[src/rtl/core/wildcard_glob_matcher_defines.svh]
// assertion macros for the wildcard glob matcher
// used by the top level only; expects clk_i and rst_ni in scope
`ifndef WILDCARD_GLOB_MATCHER_DEFINES_SVH
`define WILDCARD_GLOB_MATCHER_DEFINES_SVH

// same-cycle implication
`define WGM_ASSERT_NOW(label, ante, cons) \
  label: assert property (@(posedge clk_i) disable iff (!rst_ni) (ante) |-> (cons)) \
    else $error("wgm assertion failed");

// next-cycle implication
`define WGM_ASSERT_NEXT(label, ante, cons) \
  label: assert property (@(posedge clk_i) disable iff (!rst_ni) (ante) |=> (cons)) \
    else $error("wgm assertion failed");

`endif

[src/rtl/core/wgm_pkg.sv]
// shared types and constants of the wildcard glob matcher
// no dependencies
package wgm_pkg;

  localparam int unsigned PATTERN_MAX = 32;

  localparam logic [7:0] STAR_BYTE  = 8'd42;
  localparam logic [7:0] QUEST_BYTE = 8'd63;

  typedef enum logic [1:0] {
    OP_CLEAR  = 2'd0,
    OP_APPEND = 2'd1,
    OP_NAME   = 2'd2,
    OP_END    = 2'd3
  } wgm_op_e;

  // hand-off from one cell to its right neighbor
  typedef struct packed {
    logic close;
    logic adv;
  } wgm_link_t;

  // broadcast control to all cells
  typedef struct packed {
    logic       rearm;
    logic       step;
    logic [7:0] chr;
  } wgm_ctrl_t;

  typedef struct packed {
    logic matched;
    logic pattern_overflow;
  } wgm_res_t;

endpackage

[src/rtl/core/wgm_if.sv]
// channel interfaces of the wildcard glob matcher
// depends on nothing; valid/ready transfer with payload
interface wgm_in_if;
  logic       valid;
  logic       ready;
  logic [1:0] operation;
  logic [7:0] character;

  modport source (output valid, output operation, output character, input ready);
  modport sink (input valid, input operation, input character, output ready);
endinterface

interface wgm_out_if;
  logic valid;
  logic ready;
  logic matched;
  logic pattern_overflow;

  modport source (output valid, output matched, output pattern_overflow, input ready);
  modport sink (input valid, input matched, input pattern_overflow, output ready);
endinterface

[src/rtl/core/wgm_cell.sv]
// one pattern position: stored byte and its nfa activity bit
// depends on wgm_pkg
module wgm_cell #(
  parameter logic IsHead = 1'b0
) (
  input  logic              clk_i,
  input  logic              rst_ni,
  input  wgm_pkg::wgm_ctrl_t ctrl_i,
  input  logic              wr_i,
  input  logic              valid_i,
  input  logic              at_end_i,
  input  wgm_pkg::wgm_link_t left_i,
  output wgm_pkg::wgm_link_t right_o,
  output logic              hit_o
);

  logic [7:0] byte_q;
  logic       raw_q, raw_d;
  logic       is_star, is_lit_match, act;

  assign is_star      = valid_i && (byte_q == wgm_pkg::STAR_BYTE);
  assign is_lit_match = valid_i && !is_star &&
                        ((byte_q == wgm_pkg::QUEST_BYTE) || (byte_q == ctrl_i.chr));

  // star runs are collapsed on load, so closure needs only the raw bit of the left cell
  assign act           = raw_q | left_i.close;
  assign right_o.close = raw_q & is_star;
  assign right_o.adv   = act & is_lit_match;
  assign hit_o         = act & at_end_i;

  always_comb begin
    raw_d = raw_q;
    if (ctrl_i.rearm) begin
      raw_d = IsHead;
    end else if (ctrl_i.step) begin
      raw_d = (act & is_star) | left_i.adv;
    end
  end

  always_ff @(posedge clk_i or negedge rst_ni) begin
    if (!rst_ni) begin
      raw_q <= IsHead;
    end else begin
      raw_q <= raw_d;
    end
  end

  always_ff @(posedge clk_i) begin
    if (wr_i) begin
      byte_q <= ctrl_i.chr;
    end
  end

endmodule

[src/rtl/core/wgm_outbuf.sv]
// result register with one skid entry
// depends on wgm_pkg and wgm_out_if
module wgm_outbuf (
  input  logic             clk_i,
  input  logic             rst_ni,
  input  logic             push_i,
  input  wgm_pkg::wgm_res_t data_i,
  output logic             full_o,
  wgm_out_if.source        out_o
);

  logic              out_valid_q, out_valid_d;
  logic              skid_valid_q, skid_valid_d;
  wgm_pkg::wgm_res_t out_data_q, out_data_d;
  wgm_pkg::wgm_res_t skid_data_q, skid_data_d;
  logic              out_fire;

  assign out_fire = out_valid_q && out_o.ready;

  always_comb begin
    out_valid_d  = out_valid_q;
    skid_valid_d = skid_valid_q;
    out_data_d   = out_data_q;
    skid_data_d  = skid_data_q;
    if (skid_valid_q) begin
      if (out_fire) begin
        out_data_d   = skid_data_q;
        skid_valid_d = 1'b0;
      end
    end else if (push_i) begin
      if (!out_valid_q || out_fire) begin
        out_data_d  = data_i;
        out_valid_d = 1'b1;
      end else begin
        skid_data_d  = data_i;
        skid_valid_d = 1'b1;
      end
    end else if (out_fire) begin
      out_valid_d = 1'b0;
    end
  end

  always_ff @(posedge clk_i or negedge rst_ni) begin
    if (!rst_ni) begin
      out_valid_q  <= 1'b0;
      skid_valid_q <= 1'b0;
    end else begin
      out_valid_q  <= out_valid_d;
      skid_valid_q <= skid_valid_d;
    end
  end

  always_ff @(posedge clk_i) begin
    out_data_q  <= out_data_d;
    skid_data_q <= skid_data_d;
  end

  assign full_o                 = skid_valid_q;
  assign out_o.valid            = out_valid_q;
  assign out_o.matched          = out_data_q.matched;
  assign out_o.pattern_overflow = out_data_q.pattern_overflow;

endmodule

[src/rtl/core/wildcard_glob_matcher.sv]
// top level of the wildcard glob matcher: control, row of cells, result buffer
// depends on wgm_pkg, wgm_if, wgm_cell, wgm_outbuf and the defines header
//
// usage:
//   in_i carries operation and character. clear empties the pattern, append
//   adds one pattern byte, name feeds one name byte, end of name produces one
//   result on out_o (matched, pattern_overflow). other operations give none.
//   every operation is handled in a row of PatternMax+1 cells, one per
//   pattern position; each cell updates its activity bit from its left
//   neighbor, so one item is accepted per clock while in_i.ready is high.
//   an end-of-name result is registered in the result register, or in the skid entry while an earlier result waits.
//   out_o has a result register plus one skid entry: input keeps flowing while
//   one result waits; in_i.ready drops only when both entries hold results.
//   consecutive stars are stored as one, while the byte count still follows
//   every appended byte for the overflow limit.
//   after reset the pattern is empty, overflow is clear and no result is held.
`include "wildcard_glob_matcher_defines.svh"

module wildcard_glob_matcher #(
  parameter int unsigned PatternMax = wgm_pkg::PATTERN_MAX
) (
  input  logic      clk_i,
  input  logic      rst_ni,
  wgm_in_if.sink    in_i,
  wgm_out_if.source out_o
);

  localparam int unsigned CntW = $clog2(PatternMax + 1);

  logic [CntW-1:0] cnt_q, cnt_d;
  logic [CntW-1:0] plen_q, plen_d;
  logic            ovf_q, ovf_d;
  logic            last_star_q, last_star_d;

  logic              in_fire, buf_full, push, wr_any, room, in_star;
  wgm_pkg::wgm_op_e  op;
  wgm_pkg::wgm_ctrl_t ctrl;
  wgm_pkg::wgm_res_t res;

  wgm_pkg::wgm_link_t link [PatternMax+1];
  wgm_pkg::wgm_link_t tail_link;
  logic [PatternMax:0] hits;

  assign in_i.ready = !buf_full;
  assign in_fire    = in_i.valid && in_i.ready;
  assign op         = wgm_pkg::wgm_op_e'(in_i.operation);
  assign room       = cnt_q < CntW'(PatternMax);
  assign in_star    = in_i.character == wgm_pkg::STAR_BYTE;

  always_comb begin
    cnt_d       = cnt_q;
    plen_d      = plen_q;
    ovf_d       = ovf_q;
    last_star_d = last_star_q;
    ctrl.rearm  = 1'b0;
    ctrl.step   = 1'b0;
    ctrl.chr    = in_i.character;
    push        = 1'b0;
    wr_any      = 1'b0;
    if (in_fire) begin
      case (op)
        wgm_pkg::OP_CLEAR: begin
          cnt_d       = '0;
          plen_d      = '0;
          ovf_d       = 1'b0;
          last_star_d = 1'b0;
          ctrl.rearm  = 1'b1;
        end
        wgm_pkg::OP_APPEND: begin
          ctrl.rearm = 1'b1;
          if (room) begin
            cnt_d = cnt_q + CntW'(1);
            if (!(in_star && last_star_q)) begin
              wr_any      = 1'b1;
              plen_d      = plen_q + CntW'(1);
              last_star_d = in_star;
            end
          end else begin
            ovf_d = 1'b1;
          end
        end
        wgm_pkg::OP_NAME: begin
          ctrl.step = 1'b1;
        end
        wgm_pkg::OP_END: begin
          ctrl.rearm = 1'b1;
          push       = 1'b1;
        end
        default: begin
          ctrl.rearm = 1'b0;
        end
      endcase
    end
  end

  always_ff @(posedge clk_i or negedge rst_ni) begin
    if (!rst_ni) begin
      cnt_q       <= '0;
      plen_q      <= '0;
      ovf_q       <= 1'b0;
      last_star_q <= 1'b0;
    end else begin
      cnt_q       <= cnt_d;
      plen_q      <= plen_d;
      ovf_q       <= ovf_d;
      last_star_q <= last_star_d;
    end
  end

  assign link[0] = '0;

  for (genvar k = 0; k <= PatternMax; k++) begin : g_cell
    wgm_pkg::wgm_link_t right;

    wgm_cell #(
      .IsHead (k == 0)
    ) u_cell (
      .clk_i    (clk_i),
      .rst_ni   (rst_ni),
      .ctrl_i   (ctrl),
      .wr_i     (wr_any && (plen_q == CntW'(k))),
      .valid_i  (CntW'(k) < plen_q),
      .at_end_i (CntW'(k) == plen_q),
      .left_i   (link[k]),
      .right_o  (right),
      .hit_o    (hits[k])
    );

    if (k < PatternMax) begin : g_link
      assign link[k+1] = right;
    end else begin : g_tail
      assign tail_link = right;
    end
  end

  assign res.matched          = (|hits) && !ovf_q;
  assign res.pattern_overflow = ovf_q;

  wgm_outbuf u_outbuf (
    .clk_i  (clk_i),
    .rst_ni (rst_ni),
    .push_i (push),
    .data_i (res),
    .full_o (buf_full),
    .out_o  (out_o)
  );

  `WGM_ASSERT_NOW(a_len_le_cnt, 1'b1, plen_q <= cnt_q)
  `WGM_ASSERT_NOW(a_tail_quiet, 1'b1, tail_link == '0)
  `WGM_ASSERT_NOW(a_skid_needs_out, buf_full, out_o.valid)
  `WGM_ASSERT_NEXT(a_clear_empties, in_fire && (op == wgm_pkg::OP_CLEAR),
                   (plen_q == '0) && !ovf_q && (cnt_q == '0))

endmodule

[src/flat_wrapper.sv]
// flat-port wrapper written by rule: the top's interface ports become plain ports
module wildcard_glob_matcher_flat 
#(
  parameter int unsigned PatternMax = wgm_pkg::PATTERN_MAX
)
  (clk_i, rst_ni, in_i_valid, in_i_operation, in_i_character, in_i_ready, out_o_valid, out_o_matched, out_o_pattern_overflow, out_o_ready);
  wgm_in_if in_i_i ();
  wgm_out_if out_o_i ();
  input  logic clk_i;
  input  logic rst_ni;
  input wire logic [$bits(in_i_i.valid)-1:0] in_i_valid;
  input wire logic [$bits(in_i_i.operation)-1:0] in_i_operation;
  input wire logic [$bits(in_i_i.character)-1:0] in_i_character;
  output wire logic [$bits(in_i_i.ready)-1:0] in_i_ready;
  output wire logic [$bits(out_o_i.valid)-1:0] out_o_valid;
  output wire logic [$bits(out_o_i.matched)-1:0] out_o_matched;
  output wire logic [$bits(out_o_i.pattern_overflow)-1:0] out_o_pattern_overflow;
  input wire logic [$bits(out_o_i.ready)-1:0] out_o_ready;
  assign in_i_i.valid = in_i_valid;
  assign in_i_i.operation = in_i_operation;
  assign in_i_i.character = in_i_character;
  assign in_i_ready = in_i_i.ready;
  assign out_o_valid = out_o_i.valid;
  assign out_o_matched = out_o_i.matched;
  assign out_o_pattern_overflow = out_o_i.pattern_overflow;
  assign out_o_i.ready = out_o_ready;
  wildcard_glob_matcher #(.PatternMax(PatternMax)) u_core (.clk_i(clk_i), .rst_ni(rst_ni), .in_i(in_i_i), .out_o(out_o_i));
endmodule
[config.mk]
export PLATFORM = sky130hd
export DESIGN_NAME = wildcard_glob_matcher_flat
export DESIGN_NICKNAME = d
export VERILOG_FILES = /design/src/rtl/core/wgm_pkg.sv /design/src/rtl/core/wgm_if.sv /design/src/rtl/core/wgm_cell.sv /design/src/rtl/core/wgm_outbuf.sv /design/src/rtl/core/wildcard_glob_matcher.sv /design/src/flat_wrapper.sv
export VERILOG_INCLUDE_DIRS = /design/src /design/src/rtl/core
export SDC_FILE = /design/constraint.sdc
export NUM_CORES = 1
export LEC_CHECK = 0
export BUFFER_PORTS_ARGS = -buffer_cell sky130_fd_sc_hd__buf_4
export CORE_AREA = 2 2 185 187
export DETAILED_ROUTE_END_ITERATION = 8
export DIE_AREA = 0 0 187 189
export PLACE_DENSITY = 0.76
export SETUP_SLACK_MARGIN = 0.3
export SKIP_LAST_GASP = 1
export SLEW_MARGIN = 40
export SYNTH_ARGS = -nofsm -noshare
export SYNTH_HDL_FRONTEND = slang
export SYNTH_SLANG_ARGS = --single-unit
export TNS_END_PERCENT = 100
[constraint.sdc]
create_clock -name clk_i -period 4.09 [get_ports clk_i]
set_input_delay 0.818 -clock clk_i [delete_from_list [all_inputs] [get_ports clk_i]]
set_output_delay 0.818 -clock clk_i [all_outputs]
set_load 0.02 [all_outputs]
==> results of run 1 <==
-- routing by layer --
metal	share of wire, %	wire length (um)
met4	2.4	1020
met3	7.5	3100
met2	48	19800
met1	43	17700
met5	0	0
-- power groups by stage --
stage,Sequential [mW],Clock (mW),Combinational [mW]
after floorplan,3.69,0,0.630
after global routing,3.69,3.33,0.991
after CTS,3.67,3.18,0.913
after global placement,3.74,0,0.899
after detailed placement,3.74,0,0.906
final,3.68,3.14,0.926
-- worst reg2reg max path: cells and delay by family (launching register included) --
family | cells | cell delay (ns)
adder cells (fa/ha/maj) | 1 | 0.57
flip-flops | 1 | 0.62
AND/OR/NAND/NOR | 4 | 1.24
AO/OA/AOI/OAI | 3 | 0.56
-- area by class of cell --
type,count,area share [%]
tap,448,3.08
clock inverter,23,1.35
inverter,22,0.454
multi-input combinational,1015,37.1
timing repair buffer,42,2.15
clock buffer,41,4.94
sequential,317,51.0
-- kinds of logic (layout without fill, tap and decap cells) --
family / Yosys count / in the layout / synth area share, %
and+or+nand+nor: 508 / 508 / 16.7
DFF: 317 / 317 / 56.6
xor gates and xnor gates: 259 / 259 / 13.8
AOI/OAI and AO/OA: 241 / 241 / 9.96
buffers and inverters: 86 / 128 / 2.40
adders and majority gates: 5 / 5 / 0.381
muxes: 2 / 2 / 0.130
-- sequential cells by signal (all words and copies together), names as in the netlist --
signal	cells
u_core.u_outbuf.skid_data_q	2
u_core.u_outbuf.out_o.matched	1
u_core.last_star_q	1
u_core.plen_q	6
u_core.u_outbuf.out_o.pattern_overflow	1
u_core.g_cell.u_cell.raw_q	33
u_core.g_cell.u_cell.byte_q	264
u_core.u_outbuf.out_o.valid	1
u_core.u_outbuf.full_o	1
u_core.ovf_q	1
u_core.cnt_q	6
-- cell usage in the layout, fill, tap and decap left out, drive strengths merged, types with 6 or more instances in the layout --
cell / netlist / final
clkinv: 0 / 14
nand4: 79 / 79
nand3: 24 / 24
xnor2: 224 / 224
and3: 12 / 12
a22oi: 13 / 13
a21oi: 40 / 40
or3: 16 / 16
or2: 8 / 8
a21o: 9 / 9
dfrtp: 48 / 48
nand2: 112 / 112
nor2: 115 / 115
edfxtp: 268 / 268
nand2b: 6 / 6
and2: 6 / 6
clkbuf: 17 / 41
buf: 47 / 42
nand4b: 19 / 19
xor2: 35 / 35
o21ai: 61 / 61
nor4bb: 9 / 9
nor4: 23 / 23
o22ai: 22 / 22
inv: 22 / 25
a22o: 12 / 12
a41oi: 8 / 8
nor3: 30 / 30
o31ai: 13 / 13
or4: 15 / 15
nor4b: 12 / 12
a31oi: 10 / 10
-- worst max path at each step --
stage / start / to / slack [ns] / cells past startpoint
final: u_core.plen_q[1] / u_core.u_outbuf.out_o.matched / 0.82 / 8
after global routing: u_core.plen_q[1] / u_core.u_outbuf.out_o.matched / 0.63 / 8
after CTS: u_core.plen_q[1] / u_core.u_outbuf.out_o.matched / 0.84 / 8
after detailed placement: in_i_character[2] / u_core.g_cell[10].u_cell.byte_q[2] / 0.55 / 7
after global placement: in_i_character[2] / u_core.g_cell[9].u_cell.byte_q[1] / 0.58 / 7
after floorplan: in_i_valid / u_core.g_cell[7].u_cell.byte_q[0] / 1.17 / 6
-- metrics by stage --
| step | power, mW | area [um^2] |
|---|---|---|
| CTS | 7.77 | 18200 |
| global route | 8.00 | 18200 |
| floorplan | 4.32 | 16400 |
| global placement | 4.63 | 17000 |
| detailed placement | 4.64 | 17000 |
| finish | 7.75 | 18200 |
==> impl_metrics.json, run 1 <==
{
  "vias_per_cell": 6.13,
  "r2r_cells": 8,
  "crit_chain": "ha_1, or2_2, a21oi_1, nor3_1, nand4_1, o2111ai_1, nor4_1, a31oi_1",
  "syn_nets": 1437,
  "synth_top_area_share_pct": 49.1,
  "critical_path.slowest_cell": "dfrtp_1",
  "leakage_nw": 5.62,
  "timing.rr.start": "u_core.plen_q[1]",
  "grt.total_usage_pct": 23.4,
  "whs_ns": 0.350,
  "relSlewSlack_pct": 44.4,
  "nets": 1452,
  "avgSynthCellArea_um2": 11.6,
  "grt_most_used_layer": "met2",
  "yosysWarnings": 0,
  "syn_area_um2": 16400,
  "grtUsageMet3_pct": 3.63,
  "boundaryPins": 18,
  "synth_flop_cell": "edfxtp_1",
  "synth_edf_count": 268,
  "drt_pass1_iterations": 6,
  "synth.largest_area_cell": "edfxtp_1",
  "setup_viol": 0,
  "crit_family": "simple AND/OR/NAND/NOR gates",
  "cp_num_buf_inv": 0,
  "ant_nets": 0,
  "status": "completed",
  "dp.cells": 1844,
  "die_w_um": 187,
  "place.gp.congestion": 0.934,
  "path_max_fanout": 17,
  "clkPwrFrac_pct": 40.6,
  "first_global_vias": 11700,
  "register_area_um2": 9280,
  "fin_util_pct": 54.7,
  "yosysMostFrequentCell": "edfxtp_1",
  "wl_per_cell_um": 21.8,
  "ys_ff_latch": 317,
  "use_met1_pct": 31.7,
  "ys_types": 82,
  "cts_resized": 0,
  "p_sw_share_pct": 25.5,
  "ys_top_cells_by_area": "edfxtp_1 (49%), xnor2_1 (12%), dfrtp_1 (7.3%)",
  "postSynthCellCount": 1418,
  "dp_hpwl_mm": 27.2,
  "fillers": 2706,
  "crit_arrival_ns": 3.51,
  "cp-start-kind": "flop",
  "cts_buffer_depth": 3,
  "io_buffers": 17,
  "grt_max_degree": 66,
  "setup_slack_ns": 0.825,
  "comb_power_share_pct": 12.0,
  "r2r_end": "u_core.u_outbuf.out_o.matched",
  "irDropWorstVdd_mv": 0.277,
  "power_switching_mw": 1.98,
  "synth_common_cells": "edfxtp_1 (268), xnor2_1 (224), nor2_1 (115)",
  "dp_slack_ns": 0.547,
  "gr-total-overflow": 0,
  "ys_seq_area_share_pct": 56.6,
  "required_ns": 4.34,
  "critPathKind": "flop to flop",
  "cts_tree": "done",
  "finalSetupTns_ns": 0,
  "grt_first_pass_wirelength_mm": 64.8,
  "tightest_slew_ns": 0.832,
  "num_vias": 11700,
  "clock-sinks": 317,
  "area_delta_synth_final_pct": 11.0,
  "insertion_delay_ns": 0.52,
  "synth-async-reset-ratio_pct": 15.5,
  "hold_violations": 0,
  "reg2reg_slack_ns": 0.82,
  "fin_cells": 1908,
  "die_h_um": 189,
  "min_period_ns": 3.27,
  "antennaDiodeCount": 0,
  "finalCritPeriodShare_pct": 79.8,
  "critPathCaptureType": "flop",
  "cellPowerDensity_nw_per_um2": 426,
  "h-tree-depth": 2,
  "rows": 67,
  "drt_iter0_drc": 1167,
  "grt_use_met2_pct": 38.9,
  "rsz0062_at_grt": "no",
  "root_buffer": "clkbuf_16",
  "drc_errors": 0,
  "max_cap_violations": 0,
  "numCtsBuffers": 35,
  "final-max-slew-violation-count": 0,
  "drive_gt1_share_pct": 8.36,
  "routed_wirelength_mm": 41.6,
  "fmax_mhz": 306,
  "finalClockSkew_ns": 0.0172,
  "hold_path_class": "primary input to asynchronous set/reset pin",
  "multi_input_area_um2": 6740,
  "internal-power_mw": 5.77,
  "ctsHoldBuffers": 0,
  "antenna_found_initial": 0,
  "initial_core_util_pct": 49.3,
  "die_area_um2": 35300,
  "core_um2": 33300,
  "clkTransAtPathRegs_ns": 0.06,
  "post_cts_buffers": 0,
  "max_stage_delay_ns": 0.62,
  "power_frac_seq_pct": 47.5
}
Power figures use the tool's default switching activity.
==> run 2: changes to the inputs <==
PLACE_DENSITY = 0.78   (was 0.76)
clock period = 2.8 ns   (was 4.09 ns; I/O delays follow)
==> run 2 against run 1 <==
  * Critical path depth is the same
  * Worst setup slack got worse by 0.57 ns
  * Largest power group unchanged
  * Non-clock buffer count up 85
  * Clock skew fell by 0.0050 ns
  * First-iteration DRC count rose by 17%
  * Sequential power rose by 45%
  * Combinational power up 100%
  * Final cell count increased by 4.4%
  * Register-to-register slack got worse by 0.57 ns
  * Flip-flop and latch count unchanged
==> impl_metrics.json, run 2 (synthesis results as in run 1) <==
{
  "top_regs": "u_core.g_cell.u_cell.byte_q (264), u_core.g_cell.u_cell.raw_q (33)",
  "tightest_slew_ns": 0.836,
  "hold_path_class": "primary input to asynchronous set/reset pin",
  "wl_per_cell_um": 22.3,
  "path_max_fanout": 8,
  "final-max-slew-violation-count": 0,
  "dp_hpwl_mm": 31.1,
  "grt_most_used_layer": "met2",
  "critical_path.slowest_cell": "or4_4",
  "clkTransAtPathRegs_ns": 0.06,
  "insertion_delay_ns": 0.52,
  "cts_buffer_depth": 3,
  "area_delta_synth_final_pct": 16.4,
  "cellPowerDensity_nw_per_um2": 605,
  "cts_tree": "done",
  "grtUsageMet3_pct": 5.82,
  "ant_nets": 0,
  "routed_wirelength_mm": 44.5,
  "largest_reg_flops": 264,
  "setup_viol": 0,
  "whs_ns": 0.0849,
  "finalClockSkew_ns": 0.0122,
  "crit_arrival_ns": 2.79,
  "required_ns": 3.05,
  "rows": 67,
  "min_period_ns": 2.54,
  "critPathKind": "flop to flop",
  "gr-total-overflow": 0,
  "numCtsBuffers": 34,
  "drc_errors": 0,
  "num_vias": 12200,
  "io_buffers": 17,
  "grt_first_pass_wirelength_mm": 69.1,
  "status": "completed",
  "irDropWorstVdd_mv": 0.405,
  "h-tree-depth": 2,
  "drive_gt1_share_pct": 16.5,
  "max_stage_delay_ns": 0.49,
  "critPathMostFrequentCell": "a31oi_1",
  "grt.total_usage_pct": 25.2,
  "rsz0062_at_grt": "yes",
  "clock-sinks": 317,
  "final_common_cell": "edfxtp_1",
  "die_area_um2": 35300,
  "finalPower_mw": 11.5,
  "grt_max_degree": 50,
  "initial_core_util_pct": 49.3,
  "first_global_vias": 12000,
  "drt_iter0_drc": 1371,
  "nets": 1536,
  "die_h_um": 189,
  "drt_pass1_iterations": 9,
  "die_w_um": 187,
  "final_cell_mix": "edfxtp_1 (268), xnor2_1 (224), buf_4 (113), nand2_1 (110), nor2_1 (97)",
  "critPathCaptureType": "flop",
  "fmax_mhz": 394,
  "crit_chain": "buf_4, or4_4, o21ai_4, nor4_1, a31oi_1, nand4_1, nor4_4, a31oi_1",
  "use_met1_pct": 34.3,
  "placed_area_um2": 17700,
  "antenna_found_initial": 0,
  "leakage_nw": 6.06,
  "relSlewSlack_pct": 43.7,
  "fin_util_pct": 57.4,
  "finalCritPeriodShare_pct": 90.7,
  "largest-register": "u_core.g_cell.u_cell.byte_q",
  "grt_use_met2_pct": 39.9,
  "cp-start-kind": "flop",
  "hold_violations": 0,
  "place.gp.congestion": 1.03,
  "antennaDiodeCount": 0,
  "max_cap_violations": 0,
  "core_um2": 33300,
  "root_buffer": "clkbuf_16",
  "vias_per_cell": 6.12,
  "fin_area_um2": 19100,
  "boundaryPins": 18
}
run 2: changes by cell type in the layout (fill, tap and decap cells not counted), moves of 4 or more:
cell / delta
buf_4: +77
nor2_1: -18
nor2_4: +11
nor2_2: +7
dfrtp_1: -5
dfrtp_2: +5
a21oi_1: -4
buf_6: +4
bufinv_16: -4
clkinv_1: -4
ha_1: -4
run 2: path summary, 6_finish.rpt:
path / from / end / slack [ns] / cells past startpoint
max in group asynchronous: rst_ni / u_core.plen_q[0] / 2.20 / 1
worst max register to register: u_core.plen_q[5] / u_core.u_outbuf.out_o.matched / 0.26 / 8
worst min-delay path: rst_ni / u_core.cnt_q[3] / 0.08 / 1
min in group clk_i: out_o_ready / u_core.u_outbuf.full_o / 0.24 / 2
worst min register to register: u_core.cnt_q[4] / u_core.cnt_q[4] / 0.49 / 1
worst max-delay path: u_core.plen_q[5] / u_core.u_outbuf.out_o.matched / 0.26 / 8
run 2: routing by layer:
layer,routed length [um],share of wire [%],vias up
met4,1340,3.0,0
met2,20500,46,535
met1,18400,41,6015
met5,0,0,-
met3,4240,9.5,101
li1,-,-,5539
run 2: cell type report:
class / count / area (um^2)
fill: 2617 / 14200
sequential: 317 / 9280
multi-input combinational: 1015 / 7000
timing repair buffer: 127 / 1080
clock buffer: 46 / 970
tap: 448 / 561
clock inverter: 16 / 115
inverter: 22 / 82.6
run 2: metrics by stage:
stage / worst slack (ns) / setup TNS (ns) / cells
floorplan: 0.197 / 0 / 1418
global placement: -0.0458 / -0.0679 / 1919
detailed placement: -0.00967 / -0.00967 / 1919
CTS: 0.203 / 0 / 1989
global route: 0.260 / 0 / 1991
finish: 0.260 / 0 / 1991
run 2: critical path: cells and delay by family (launching register included):
family | cells | cell delay (ns)
AO/OA/AOI/OAI | 3 | 0.51
flip-flops | 1 | 0.48
AND/OR/NAND/NOR | 4 | 1.09
buffers and inverters | 1 | 0.18
run 2: where the power goes:
| part | internal (mW) | switching [mW] |
|---|---|---|
| clock network | 2.54 | 1.82 |
| registers | 5.22 | 0.0984 |
| logic | 0.712 | 1.16 |
| total | 8.47 | 3.07 |
run 2: repair_timing:
| item | CTS | global route |
|---|---|---|
| endpoints found under the hold margin | 0 | 0 |
| resized for setup | 22 | 33 |
| endpoints found under the setup margin | 39 | 214 |
| hold buffers | 0 | 0 |
| pin swaps | 11 | 12 |
| cloned | 0 | 0 |
| buffers inserted | 8 | 2 |
